===== src/rtl/hpl_pkg.sv =====
package hpl_pkg;

  // log2 mantissa table: LogDepth segments, LogDepth+1 knots, Q16
  localparam int unsigned LogDepth = 256;
  localparam int unsigned LogIdxW  = $clog2(LogDepth);

  localparam logic [30:0] Lg2Q32 = 31'd1292913987;  // lg 2 in Q32

  localparam logic signed [31:0] K6955  = 32'sd4558029;
  localparam logic signed [31:0] K2616  = 32'sd1714422;
  localparam logic signed [31:0] K1382  = 32'sd905708;
  localparam logic signed [31:0] K449   = 32'sd2942566;
  localparam logic signed [31:0] K655   = 32'sd429261;
  localparam logic signed [31:0] K32    = 32'sd209715;
  localparam logic signed [31:0] K497   = 32'sd325714;
  localparam logic signed [31:0] K54    = 32'sd353894;
  localparam logic signed [31:0] K478   = 32'sd313262;
  localparam logic signed [31:0] K1833  = 32'sd1201275;
  localparam logic signed [31:0] K4094  = 32'sd2683044;
  localparam logic signed [31:0] OneQ16 = 32'sd65536;

  localparam logic [11:0] FreqMin = 12'd150;
  localparam logic [11:0] FreqMax = 12'd1500;

  localparam logic [2:0] ModeSub  = 3'd2;
  localparam logic [2:0] ModeOpen = 3'd3;

  localparam logic [1:0] RegFreq = 2'd0;
  localparam logic [1:0] RegTx   = 2'd1;
  localparam logic [1:0] RegRx   = 2'd2;
  localparam logic [1:0] RegMode = 2'd3;

  typedef enum logic [1:0] {
    ST_OK   = 2'd0,
    ST_FREQ = 2'd1,
    ST_MODE = 2'd2
  } status_e;

  typedef struct packed {
    logic [16:0] dist_m;
    status_e     st;
  } item_t;

  typedef struct packed {
    logic [11:0]        freq;
    logic [2:0]         mode;
    logic signed [31:0] intercept;
    logic signed [23:0] slope;
    logic               busy;
  } cfg_t;

  typedef logic [16:0] log_tab_t [LogDepth+1];

  // knots of log2(1 + i/LogDepth) by bit-serial squaring, 30 fraction bits
  function automatic log_tab_t build_log_tab();
    log_tab_t    t;
    logic [63:0] y;
    logic [19:0] acc;
    for (int i = 0; i <= LogDepth; i++) begin
      y = (64'd1 << 30) + (((64'(i)) << 30) + 64'(LogDepth / 2)) / 64'(LogDepth);
      acc = '0;
      for (int b = 0; b < 20; b++) begin
        y = (y * y) >> 30;
        acc = {acc[18:0], 1'b0};
        if (y >= (64'd2 << 30)) begin
          acc[0] = 1'b1;
          y = y >> 1;
        end
      end
      t[i] = 17'((21'(acc) + 21'd8) >> 4);
    end
    return t;
  endfunction

  localparam log_tab_t LogTab = build_log_tab();

  // Q32 product back to Q16, half away from zero
  function automatic logic signed [63:0] rnd_q16(input logic signed [63:0] p);
    logic [63:0] mag;
    logic [63:0] r;
    mag = p[63] ? 64'(-p) : 64'(p);
    r = (mag + 64'd32768) >> 16;
    return p[63] ? -$signed(r) : $signed(r);
  endfunction

  // Q16 to Q4, half away from zero
  function automatic logic signed [63:0] rnd_q4(input logic signed [63:0] p);
    logic [63:0] mag;
    logic [63:0] r;
    mag = p[63] ? 64'(-p) : 64'(p);
    r = (mag + 64'd2048) >> 12;
    return p[63] ? -$signed(r) : $signed(r);
  endfunction

endpackage


===== src/rtl/hpl_front.sv =====
// Input side: classify each distance and hold it in a two-entry queue.
module hpl_front (
  input  logic                clk_i,
  input  logic                rst_ni,
  input  logic                s_valid_i,
  input  logic [16:0]         s_dist_i,
  output logic                s_ready_o,
  input  hpl_pkg::cfg_t       cfg_i,
  output logic                out_valid_o,
  output hpl_pkg::item_t      out_item_o,
  input  logic                out_ready_i
);
  import hpl_pkg::*;

  item_t       mem_q [2];
  logic        wr_q, rd_q;
  logic [1:0]  cnt_q;
  logic        push, pop;
  item_t       itm;

  always_comb begin
    itm.dist_m = s_dist_i;
    if (cfg_i.freq < FreqMin || cfg_i.freq > FreqMax) begin
      itm.st = ST_FREQ;
    end else if (cfg_i.mode > ModeOpen) begin
      itm.st = ST_MODE;
    end else begin
      itm.st = ST_OK;
    end
  end

  assign s_ready_o   = (cnt_q != 2'd2) && !cfg_i.busy;
  assign push        = s_valid_i && s_ready_o;
  assign out_valid_o = (cnt_q != 2'd0);
  assign pop         = out_valid_o && out_ready_i;
  assign out_item_o  = mem_q[rd_q];

  always_ff @(posedge clk_i or negedge rst_ni) begin
    if (!rst_ni) begin
      wr_q  <= 1'b0;
      rd_q  <= 1'b0;
      cnt_q <= '0;
    end else begin
      if (push) wr_q <= ~wr_q;
      if (pop) rd_q <= ~rd_q;
      cnt_q <= cnt_q + 2'(push) - 2'(pop);
    end
  end

  always_ff @(posedge clk_i) begin
    if (push) mem_q[wr_q] <= itm;
  end

endmodule


===== config.mk =====
export PLATFORM = sky130hd
export DESIGN_NAME = hpl_front
export DESIGN_NICKNAME = d
export VERILOG_FILES = /design/src/rtl/hpl_pkg.sv /design/src/rtl/hpl_front.sv
export SDC_FILE = /design/constraint.sdc
export NUM_CORES = 1
export LEC_CHECK = 0
export BUFFER_PORTS_ARGS = -buffer_cell sky130_fd_sc_hd__clkbuf_2
export CAP_MARGIN = 10
export CORE_ASPECT_RATIO = 1.25
export CORE_MARGIN = 2
export CORE_UTILIZATION = 35
export CTS_CLUSTER_DIAMETER = 50
export DETAILED_ROUTE_END_ITERATION = 8
export MAX_ROUTING_LAYER = met4
export PLACE_DENSITY = 0.78
export SYNTH_ARGS = -nofsm -noshare
export SYNTH_HDL_FRONTEND = slang
export SYNTH_SLANG_ARGS = --single-unit

===== constraint.sdc =====
create_clock -name clk_i -period 2.8 [get_ports clk_i]
set_input_delay 0.56 -clock clk_i [delete_from_list [all_inputs] [get_ports clk_i]]
set_output_delay 0.56 -clock clk_i [all_outputs]
set_load 0.05 [all_outputs]

==> impl_metrics.ini, run 1 <==
[power_and_ir_drop]
clockPowerShare_pct = 23.7
leakagePower_nw = 0.856
p_comb_share_pct = 38.8
power_switching_share_pct = 37.2
p_per_area_nw_per_um2 = 1050
switchingPower_uw = 837
ir_worst_vdd_mv = 0.313
p_int_mw = 1.41
pwr-share-seq_pct = 37.5

[detailed_routing]
antenna_left = 0
vias_per_cell = 4.85
via_count = 1029
drc = 0
routed_wl_mm = 2.95
drt_pre_antenna_iters = 4
routedWlPerCell_um = 13.9
drtIter0Drc = 93

[floorplan]
die_y_um = 80.8
dieWidth_um = 65.4
rows = 27
die_area_um2 = 5290
start_util_pct = 37.0
core_um2 = 4460
io_pins = 114

[grt]
grt_overflow = 0
gr-usage-all-layers_pct = 12.4
grt_pass1_wl_mm = 4.57
antenna_found_initial = 0
grt_max_degree = 20
first_global_vias = 1032

[cts]
numCtsBuffers = 5
cts_hold_buf = 0
postCtsSetupRepairBufs = 0
cts_root_buf = clkbuf_8
insertion_delay_ns = 0.29
cts_sinks = 42
htreeDepth = 2
clk_pin_slew_worst_paths_ns = 0.07
post_cts_resized = 0
clock_path_buffers = 2
cts_tree = built

[sta]
maxSlewHeadroom_pct = 43.4
skew_ns = 0.00610
slew_violations = 0
finalCriticalPeriod_ns = 2.21
rsz0062_at_grt = no
worst_pin_slew_ns = 0.849
fin_setup_tns_ns = 0
fmaxAchievable_mhz = 453
hold_viol_final = 0
setup_viol = 0
finalCritPeriodShare_pct = 78.8

[synth]
syn_inst = 91
yosysSeqAreaShare_pct = 75.2
synth_top_cell_by_area = edfxtp_1
ys_types = 23
synth_warnings = 0
synth-edff-count = 38
synth_flop_cell = edfxtp_1
ys_ff_latch = 42
post_synth.cell_area_avg_um2 = 18.1
synth_area_leaders = edfxtp_1, mux2_2, dfrtp_1
async_reset_ff_share_pct = 9.52
synth_area_um2 = 1650
syn_nets = 186
synth_top_area_share_pct = 69.1

[placed_design]
gp_congestion = 0.680
hpwl_mm = 2.27
port_buffers = 55
post_dp_cell_area_um2 = 2000

[critical_path]
crit_fanout = 16
cp_num_buf_inv = 2
slowest_delay_ns = 0.45
setup.worst_path.class = reg2out
critPathRequiredTime_ns = 2.24
cp-end-kind = output pin
crit_family = buffers and inverters
startpoint_type = flop
critPathSlowestCell = dfrtp_1
worstPathArrival_ns = 1.65
crit_chain = buf_4 > mux2_2 > clkbuf_2
reg2reg_slack_ns = 0.96

[flow_run]
cap_violations = 0

[cells_and_area]
antenna_cells = 0
layout.nets = 248
area_growth_pct = 29.4
fin_area_um2 = 2140
drive_gt1_share_pct = 55.2

[worst_hold_path]
hold_class = in2async

[status]
outcome = finished, final reports clean
## flip-flops by register name, indices dropped and copies added (netlist names)
name   flops
cnt_q      2
rd_q       1
wr_q       1
mem_q     38
## metrics by stage
stage          std cells  setup slack (ns)  util (%)  power [mW]  hold WS, ns
6_report             212             0.593      47.9        2.25       0.0673
4_1_cts              212             0.578      47.9        2.27       0.0589
3_3_place_gp         204             0.909      44.9        1.70        0.366
5_1_grt              212             0.514      47.9        2.34       0.0571
3_5_place_dp         204             0.807      44.9        1.74        0.369
2_1_floorplan         91             0.394         -        1.54        0.264
## final timing paths
check	start	to	cells after the start
worst max-delay path	rd_q$_DFFE_PN0P_	out_item_o[1]	3
worst min-delay path	rst_ni	wr_q$_DFFE_PN0P_	1
worst max register to register	cnt_q[1]$_DFF_PN0_	cnt_q[1]$_DFF_PN0_	7
worst min register to register	cnt_q[0]$_DFF_PN0_	cnt_q[0]$_DFF_PN0_	1
max in group asynchronous	rst_ni	cnt_q[0]$_DFF_PN0_	1
min in group clk_i	s_dist_i[13]	mem_q[0][15]$_DFFE_PP_	1
## cells in the mapped netlist (2+ instances only)
cell      number
mux2_2        19
nand3_1        2
dfrtp_1        4
ha_1           2
nor2_1         2
xnor2_1        3
buf_2          2
edfxtp_1      38
a21oi_1        3
inv_1          3
## layer usage
layer,vias up,GRT usage (%),wire (µm)
li1,472,-,-
met3,11,3.88,220
met4,0,8.13,105
met2,57,22.1,1570
met5,-,-,0
met1,489,11.1,1060
## cell type report
| type | instances | area [µm²] |
|---|---|---|
| Sequential cell | 42 | 1240 |
| Multi-Input combinational cell | 44 | 389 |
| Fill cell | 382 | 2320 |
| Inverter | 3 | 11.3 |
| Clock buffer | 5 | 68.8 |
| Tap cell | 58 | 72.6 |
| Clock inverter | 3 | 63.8 |
| Timing Repair Buffer | 57 | 290 |
## power groups by stage
stage | clock, mW | sequential (mW) | combinational [mW]
3_5_place_dp | 0 | 0.858 | 0.878
3_3_place_gp | 0 | 0.848 | 0.855
5_1_grt | 0.571 | 0.855 | 0.918
6_report | 0.533 | 0.844 | 0.873
2_1_floorplan | 0 | 0.834 | 0.704
4_1_cts | 0.542 | 0.845 | 0.884
## logic make-up (layout without fill, tap and decap cells)
logic type | count (synthesis) | in the layout | share of synthesized area (%)
xor gates and xnor gates | 4 | 4 | 2.12
muxes | 19 | 19 | 13.0
adders and majority gates | 2 | 2 | 1.51
DFF | 42 | 42 | 75.2
and+or+nand+nor | 12 | 12 | 4.09
AOI/OAI and AO/OA | 7 | 7 | 2.88
buffers and inverters | 5 | 68 | 1.29
## cells in the final DEF, fill, tap and decap left out, drive strengths merged, types with 2 or more instances in the layout
cell type  netlist  layout
dfrtp            4       4
clkbuf           0      60
inv              3       3
edfxtp          38      38
buf              2       2
xnor2            3       3
mux2            19      19
ha               2       2
bufinv           0       2
nand3            2       2
a21oi            3       3
nor2             2       2
Power figures use the tool's default switching activity.
==> run 2, diff against run 1 <==
--- a/config.mk
+++ b/config.mk
@@ -5,6 +5,7 @@
 export SDC_FILE = /design/constraint.sdc
 export NUM_CORES = 1
 export LEC_CHECK = 0
+export ABC_AREA = 1
 export BUFFER_PORTS_ARGS = -buffer_cell sky130_fd_sc_hd__clkbuf_2
 export CAP_MARGIN = 10
 export CORE_ASPECT_RATIO = 1.25
@@ -13,7 +14,7 @@
 export CTS_CLUSTER_DIAMETER = 50
 export DETAILED_ROUTE_END_ITERATION = 8
 export MAX_ROUTING_LAYER = met4
-export PLACE_DENSITY = 0.78
+export PLACE_DENSITY = 0.79
 export SYNTH_ARGS = -nofsm -noshare
 export SYNTH_HDL_FRONTEND = slang
 export SYNTH_SLANG_ARGS = --single-unit
==> constraint.sdc (replaced) <==
create_clock -name clk_i -period 1.8 [get_ports clk_i]
set_input_delay 0.36 -clock clk_i [delete_from_list [all_inputs] [get_ports clk_i]]
set_output_delay 0.36 -clock clk_i [all_outputs]
set_load 0.05 [all_outputs]
==> run 2 against run 1 <==
Register-to-register slack got worse by 0.72 ns. Setup slack got worse by 0.48 ns. Sequential share of layout area down 4.9 points. Sequential power increased by 54%. Global-route usage increased by 0.60 points. Non-clock buffer count rose by 6. First-iteration DRC count is 30% lower. Flip-flop and latch count stayed put. Synthesized cell count grew 68%. Worst hold slack better by 0.18 ns. Area after synthesis up 5.7%.
==> impl_metrics.ini, run 2 <==
[status]
outcome = finished, final reports clean

[detailed_routing]
routed_wl_mm = 3.07
antenna_left = 0
drtIter0Drc = 65
drt_pre_antenna_iters = 3
vias_per_cell = 4.34
routedWlPerCell_um = 11.0
via_count = 1216
drc = 0

[flow_run]
cap_violations = 0

[sta]
fmaxAchievable_mhz = 595
skew_ns = 0.00750
fin_setup_tns_ns = 0
maxSlewHeadroom_pct = 80.6
hold_viol_final = 0
rsz0062_at_grt = no
finalCritPeriodShare_pct = 93.4
worst_pin_slew_ns = 0.292
finalCriticalPeriod_ns = 1.68
slew_violations = 0
setup_viol = 0

[cts]
cts_sinks = 42
insertion_delay_ns = 0.29
clock_path_buffers = 2
htreeDepth = 2
clk_pin_slew_worst_paths_ns = 0.08
cts_tree = built
numCtsBuffers = 5
cts_root_buf = clkbuf_8
postCtsSetupRepairBufs = 0

[synth]
synth-edff-count = 38
synth_top_cell_by_area = edfxtp_1
syn_nets = 248
synth_area_leaders = edfxtp_1, nand2_1, dfrtp_1
synth_xor_area_share_pct = 2.01
post_synth.cell_area_avg_um2 = 11.4
ys_types = 21
synth_top_family_by_area = simple AND/OR/NAND/NOR gates
synthMuxAreaShare_pct = 0
synth_area_um2 = 1750
synth-compound-area-share_pct = 0.932
synth_warnings = 0
ys_ff_latch = 42
synth-adder-area-share_pct = 1.43
synth_most_common_cell = nand2_1
synth_simple_gate_area_share_pct = 21.0
syn_inst = 153
synth_top_area_share_pct = 65.4
async_reset_ff_share_pct = 9.52
synth_flop_cell = edfxtp_1
synth.top_cells.by_count = nand2_1, edfxtp_1, inv_1, nor2_1
yosysSeqAreaShare_pct = 71.1

[cells_and_area]
fin_util_pct = 49.0
antenna_cells = 0
largest_register_ffs = 38
area_growth_pct = 33.7
regMostFlops = mem_q
mostFrequentLayoutCells = nand2_1, clkbuf_2, edfxtp_1, inv_1, clkbuf_4
layout.nets = 314
drive_gt1_share_pct = 36.8
final_common_cell = nand2_1
n_fill_cell = 447
reg_top3 = mem_q (38), cnt_q (2)

[grt]
grt_max_degree = 20
first_global_vias = 1206
grt_overflow = 0
antenna_found_initial = 0
grt_pass1_wl_mm = 5.12
gr-usage-all-layers_pct = 13.0

[critical_path]
r2r-start = cnt_q[1]$_DFF_PN0_
critPathRequiredTime_ns = 1.44
cp-end-kind = output pin
critPathMostFrequentCell = nand2_1
slowest_delay_ns = 0.36
startpoint_type = flop
worstSetupStartpoint = rd_q$_DFFE_PN0P_
critPathSlowestCell = dfrtp_1
worstPathArrival_ns = 1.32
cp_num_buf_inv = 2
crit_chain = buf_4 > nand2_1 > nand2_1 > clkbuf_2
crit_family = buffers and inverters
crit_fanout = 19
setup.worst_path.class = reg2out

[floorplan]
die_area_um2 = 5570
io_pins = 114
die_y_um = 83.0
core_um2 = 4760
start_util_pct = 36.6
dieWidth_um = 67.2
rows = 28

[power_and_ir_drop]
p_comb_share_pct = 44.9
p_per_area_nw_per_um2 = 1690
leakagePower_nw = 1.06
switchingPower_mw = 1.67
clockPowerShare_pct = 22.1
ir_worst_vdd_mv = 0.579
power_switching_share_pct = 42.5
pwr-share-seq_pct = 33.0
p_int_mw = 2.27

[worst_hold_path]
hold_class = in2reg
worst_hold_startpoint = s_dist_i[2]

[placed_design]
port_buffers = 55
hpwl_mm = 2.37
gp_congestion = 0.685
-- run 2: cell count changes after synthesis, sizes merged, moves of 2 or more --
cell / before / now
nand2: 1 / 69
mux2: 19 / 0
nor2: 2 / 11
inv: 3 / 10
nor3: 0 / 3
a21oi: 3 / 1
buf: 2 / 4
-- run 2: worst paths after layout --
kind                                          to  slack [ns]  cells past startpoint
max                                out_item_o[5]        0.12                      4
max reg2reg                   cnt_q[1]$_DFF_PN0_        0.24                      7
min in group asynchronous     cnt_q[1]$_DFF_PN0_        0.40                      2
min reg2reg                   cnt_q[0]$_DFF_PN0_        0.53                      1
max in group asynchronous       rd_q$_DFFE_PN0P_        1.28                      2
min                        mem_q[0][4]$_DFFE_PP_        0.25                      1
-- run 2: repair_timing --
action / CTS / global route
endpoints found under the hold margin: 4 / 0
setup endpoints to repair: 8 / 17
resized for setup: 8 / 2
hold buffers: 1 / 0
-- run 2: through the flow --
stage | instance area [µm²] | worst slack [ns] | std cells | total power [mW] | hold WS (ns)
finish | 2330 | 0.118 | 280 | 3.94 | 0.249
global route | 2330 | 0.00837 | 280 | 4.18 | 0.226
CTS | 2330 | 0.0107 | 280 | 4.00 | 0.237
detailed placement | 2170 | 0.240 | 271 | 3.08 | 0.171
global placement | 2170 | 0.284 | 271 | 3.04 | 0.171
floorplan | 1770 | 0.0535 | 153 | 2.60 | 0.0644
-- run 2: cell families after synthesis --
group                    Yosys count
AO/OA/AOI/OAI                      2
adder cells (fa/ha/maj)            2
flip-flops                        42
XOR/XNOR                           4
buffers and inverters             15
AND/OR/NAND/NOR                   88
-- run 2: per-layer routing --
metal | vias up | global-route usage, % | wire length (µm)
li1 | 631 | - | -
met1 | 539 | 12.1 | 1090
met2 | 42 | 22.4 | 1670
met3 | 4 | 5.15 | 266
met4 | 0 | 6.12 | 47
met5 | - | - | 0
-- run 2: power groups by stage --
| stage | clock network [mW] | registers (mW) | logic, mW |
|---|---|---|---|
| floorplan | 0 | 1.31 | 1.30 |
| global placement | 0 | 1.31 | 1.73 |
| detailed placement | 0 | 1.32 | 1.75 |
| CTS | 0.899 | 1.30 | 1.80 |
| global route | 0.940 | 1.31 | 1.93 |
| finish | 0.870 | 1.30 | 1.77 |
-- run 2: cell type report --
class                   count  area, µm²  share of cell area, %
well taps                  60       75.1                   3.22
flip-flops and latches     42       1240                   53.2
inverters                  11       41.3                   1.77
clock inverters             3       68.8                   2.95
clock buffers               5       68.8                   2.95
repair buffers             63        370                   15.9
multi-input cells          96        468                   20.1
==> run 3, diff against run 2 <==
--- a/config.mk
+++ b/config.mk
@@ -9,7 +9,7 @@
 export BUFFER_PORTS_ARGS = -buffer_cell sky130_fd_sc_hd__clkbuf_2
 export CAP_MARGIN = 10
 export CORE_ASPECT_RATIO = 1.25
-export CORE_MARGIN = 2
+export CORE_MARGIN = 3
 export CORE_UTILIZATION = 35
 export CTS_CLUSTER_DIAMETER = 50
 export DETAILED_ROUTE_END_ITERATION = 8
==> run 3 against run 2 <==
First-iteration DRC count shrank 74%. Register-to-register slack about the same. Sequential share of layout area up 2.0 points. Die area grew 5.5%. Setup slack worse by 0.012 ns. Clock power shrank 38%. Critical path type unchanged. Cell count is the same. Via count shrank 0.82%. Routed wire length is essentially flat. Critical path depth grew 1.
==> impl_metrics.ini, run 3 (synthesis results as in run 2) <==
[critical_path]
worstPathArrival_ns = 1.33
startpoint_type = flop
critPathRequiredTime_ns = 1.44
setup.worst_path.class = reg2out
crit_fanout = 11
cp-end-kind = output pin
reg2reg_slack_ns = 0.25

[placed_design]
port_buffers = 55
hpwl_mm = 2.41
pre_cts_ws_ns = 0.249
post_dp_cell_area_um2 = 2150
gp_congestion = 0.710

[cells_and_area]
reg_top3 = mem_q (38), cnt_q (2)
fin_area_um2 = 2250
final_common_cell = nand2_1
drive_gt1_share_pct = 35.5
regMostFlops = mem_q
antenna_cells = 0
layout.nets = 314
area_growth_pct = 28.7
largest_register_ffs = 38
mostFrequentLayoutCells = nand2_1, clkbuf_2, edfxtp_1, buf_2, inv_1
fin_util_pct = 47.2

[floorplan]
start_util_pct = 36.6
io_pins = 114
core_um2 = 4760
rows = 28
die_area_um2 = 5880
die_y_um = 85.0
dieWidth_um = 69.2

[sta]
setup_viol = 0
finalCriticalPeriod_ns = 1.69
skew_ns = 0.0106
slew_violations = 0
worst_pin_slew_ns = 0.290
fin_setup_tns_ns = 0
rsz0062_at_grt = no
finalCritPeriodShare_pct = 94.1
layout_setup_ws_ns = 0.106
hold_viol_final = 0
fmaxAchievable_mhz = 590
maxSlewHeadroom_pct = 80.8

[power_and_ir_drop]
leakagePower_nw = 1.03
ir_worst_vdd_mv = 0.528
p_per_area_nw_per_um2 = 1570

[detailed_routing]
drt_pre_antenna_iters = 4
drtIter0Drc = 17
via_count = 1206
routedWlPerCell_um = 11.0
routed_wl_mm = 3.07
vias_per_cell = 4.31
drc = 0
antenna_left = 0

[cts]
postCtsSetupRepairBufs = 0
clock_path_buffers = 2
cts_root_buf = clkbuf_8
clk_pin_slew_worst_paths_ns = 0.07
cts_sinks = 42
htreeDepth = 2
cts_tree = built
insertion_delay_ns = 0.28
numCtsBuffers = 5

[grt]
grt_max_degree = 19
first_global_vias = 1224
grt_overflow = 0
antenna_found_initial = 0
gr-usage-all-layers_pct = 11.5
grt_pass1_wl_mm = 5.07

[worst_hold_path]
hold_class = in2reg

[flow_run]
cap_violations = 0

[status]
outcome = finished, final reports clean
[run 3: cell count changes in the layout (fill, tap and decap cells not counted), sizes merged]
| cell | before | now |
|---|---|---|
| buf | 8 | 17 |
| clkbuf | 59 | 51 |
| bufinv | 2 | 0 |
| clkinv | 2 | 3 |
[run 3: layout make-up]
| class | count | area (µm²) |
|---|---|---|
| fillers | 456 | 2520 |
| flip-flops and latches | 42 | 1240 |
| multi-input cells | 96 | 468 |
| repair buffers | 63 | 340 |
| well taps | 60 | 75.1 |
| clock buffers | 6 | 72.6 |
| inverters | 11 | 41.3 |
| clock inverters | 2 | 8.76 |
[run 3: worst max-delay path, stage by stage, from the launching register on]
cell,delay (ns)
dfrtp_1,0.40
inv_1,0.08
buf_4,0.18
nand2_1,0.06
nand2_1,0.07
buf_2,0.26
[run 3: per-layer routing]
layer,up-vias,GRT usage (%),wire (µm)
li1,626,-,-
met2,42,21.4,1680
met5,-,-,0
met4,0,5.15,36
met1,536,10.1,1090
met3,2,4.50,261
[run 3: final timing paths]
path,end,cells past startpoint,from
max,out_item_o[7],5,rd_q$_DFFE_PN0P_
min,mem_q[1][9]$_DFFE_PP_,1,s_dist_i[7]
max reg2reg,cnt_q[1]$_DFF_PN0_,7,cnt_q[1]$_DFF_PN0_
min reg2reg,cnt_q[0]$_DFF_PN0_,1,cnt_q[0]$_DFF_PN0_
max in group asynchronous,rd_q$_DFFE_PN0P_,2,rst_ni
min in group asynchronous,cnt_q[1]$_DFF_PN0_,2,rst_ni
[run 3: power by group]
group	internal (mW)	switching, mW	total, mW
Combinational	0.414	1.28	1.70
Sequential	1.24	0.0667	1.30
Clock	0.266	0.274	0.540
Total	1.91	1.62	3.54
[run 3: per-stage QoR]
step	cells	hold slack [ns]	power, mW
after floorplan	153	0.0644	2.60
after global placement	271	0.169	3.01
after detailed placement	271	0.169	3.04
after CTS	280	0.254	3.59
after global routing	280	0.250	3.76
final	280	0.264	3.54
[run 3: repair_timing]
action                     CTS  global route
setup endpoints to repair    0            11
hold buffers                 1             0
gates resized for setup      0            12
hold endpoints to repair     4             0
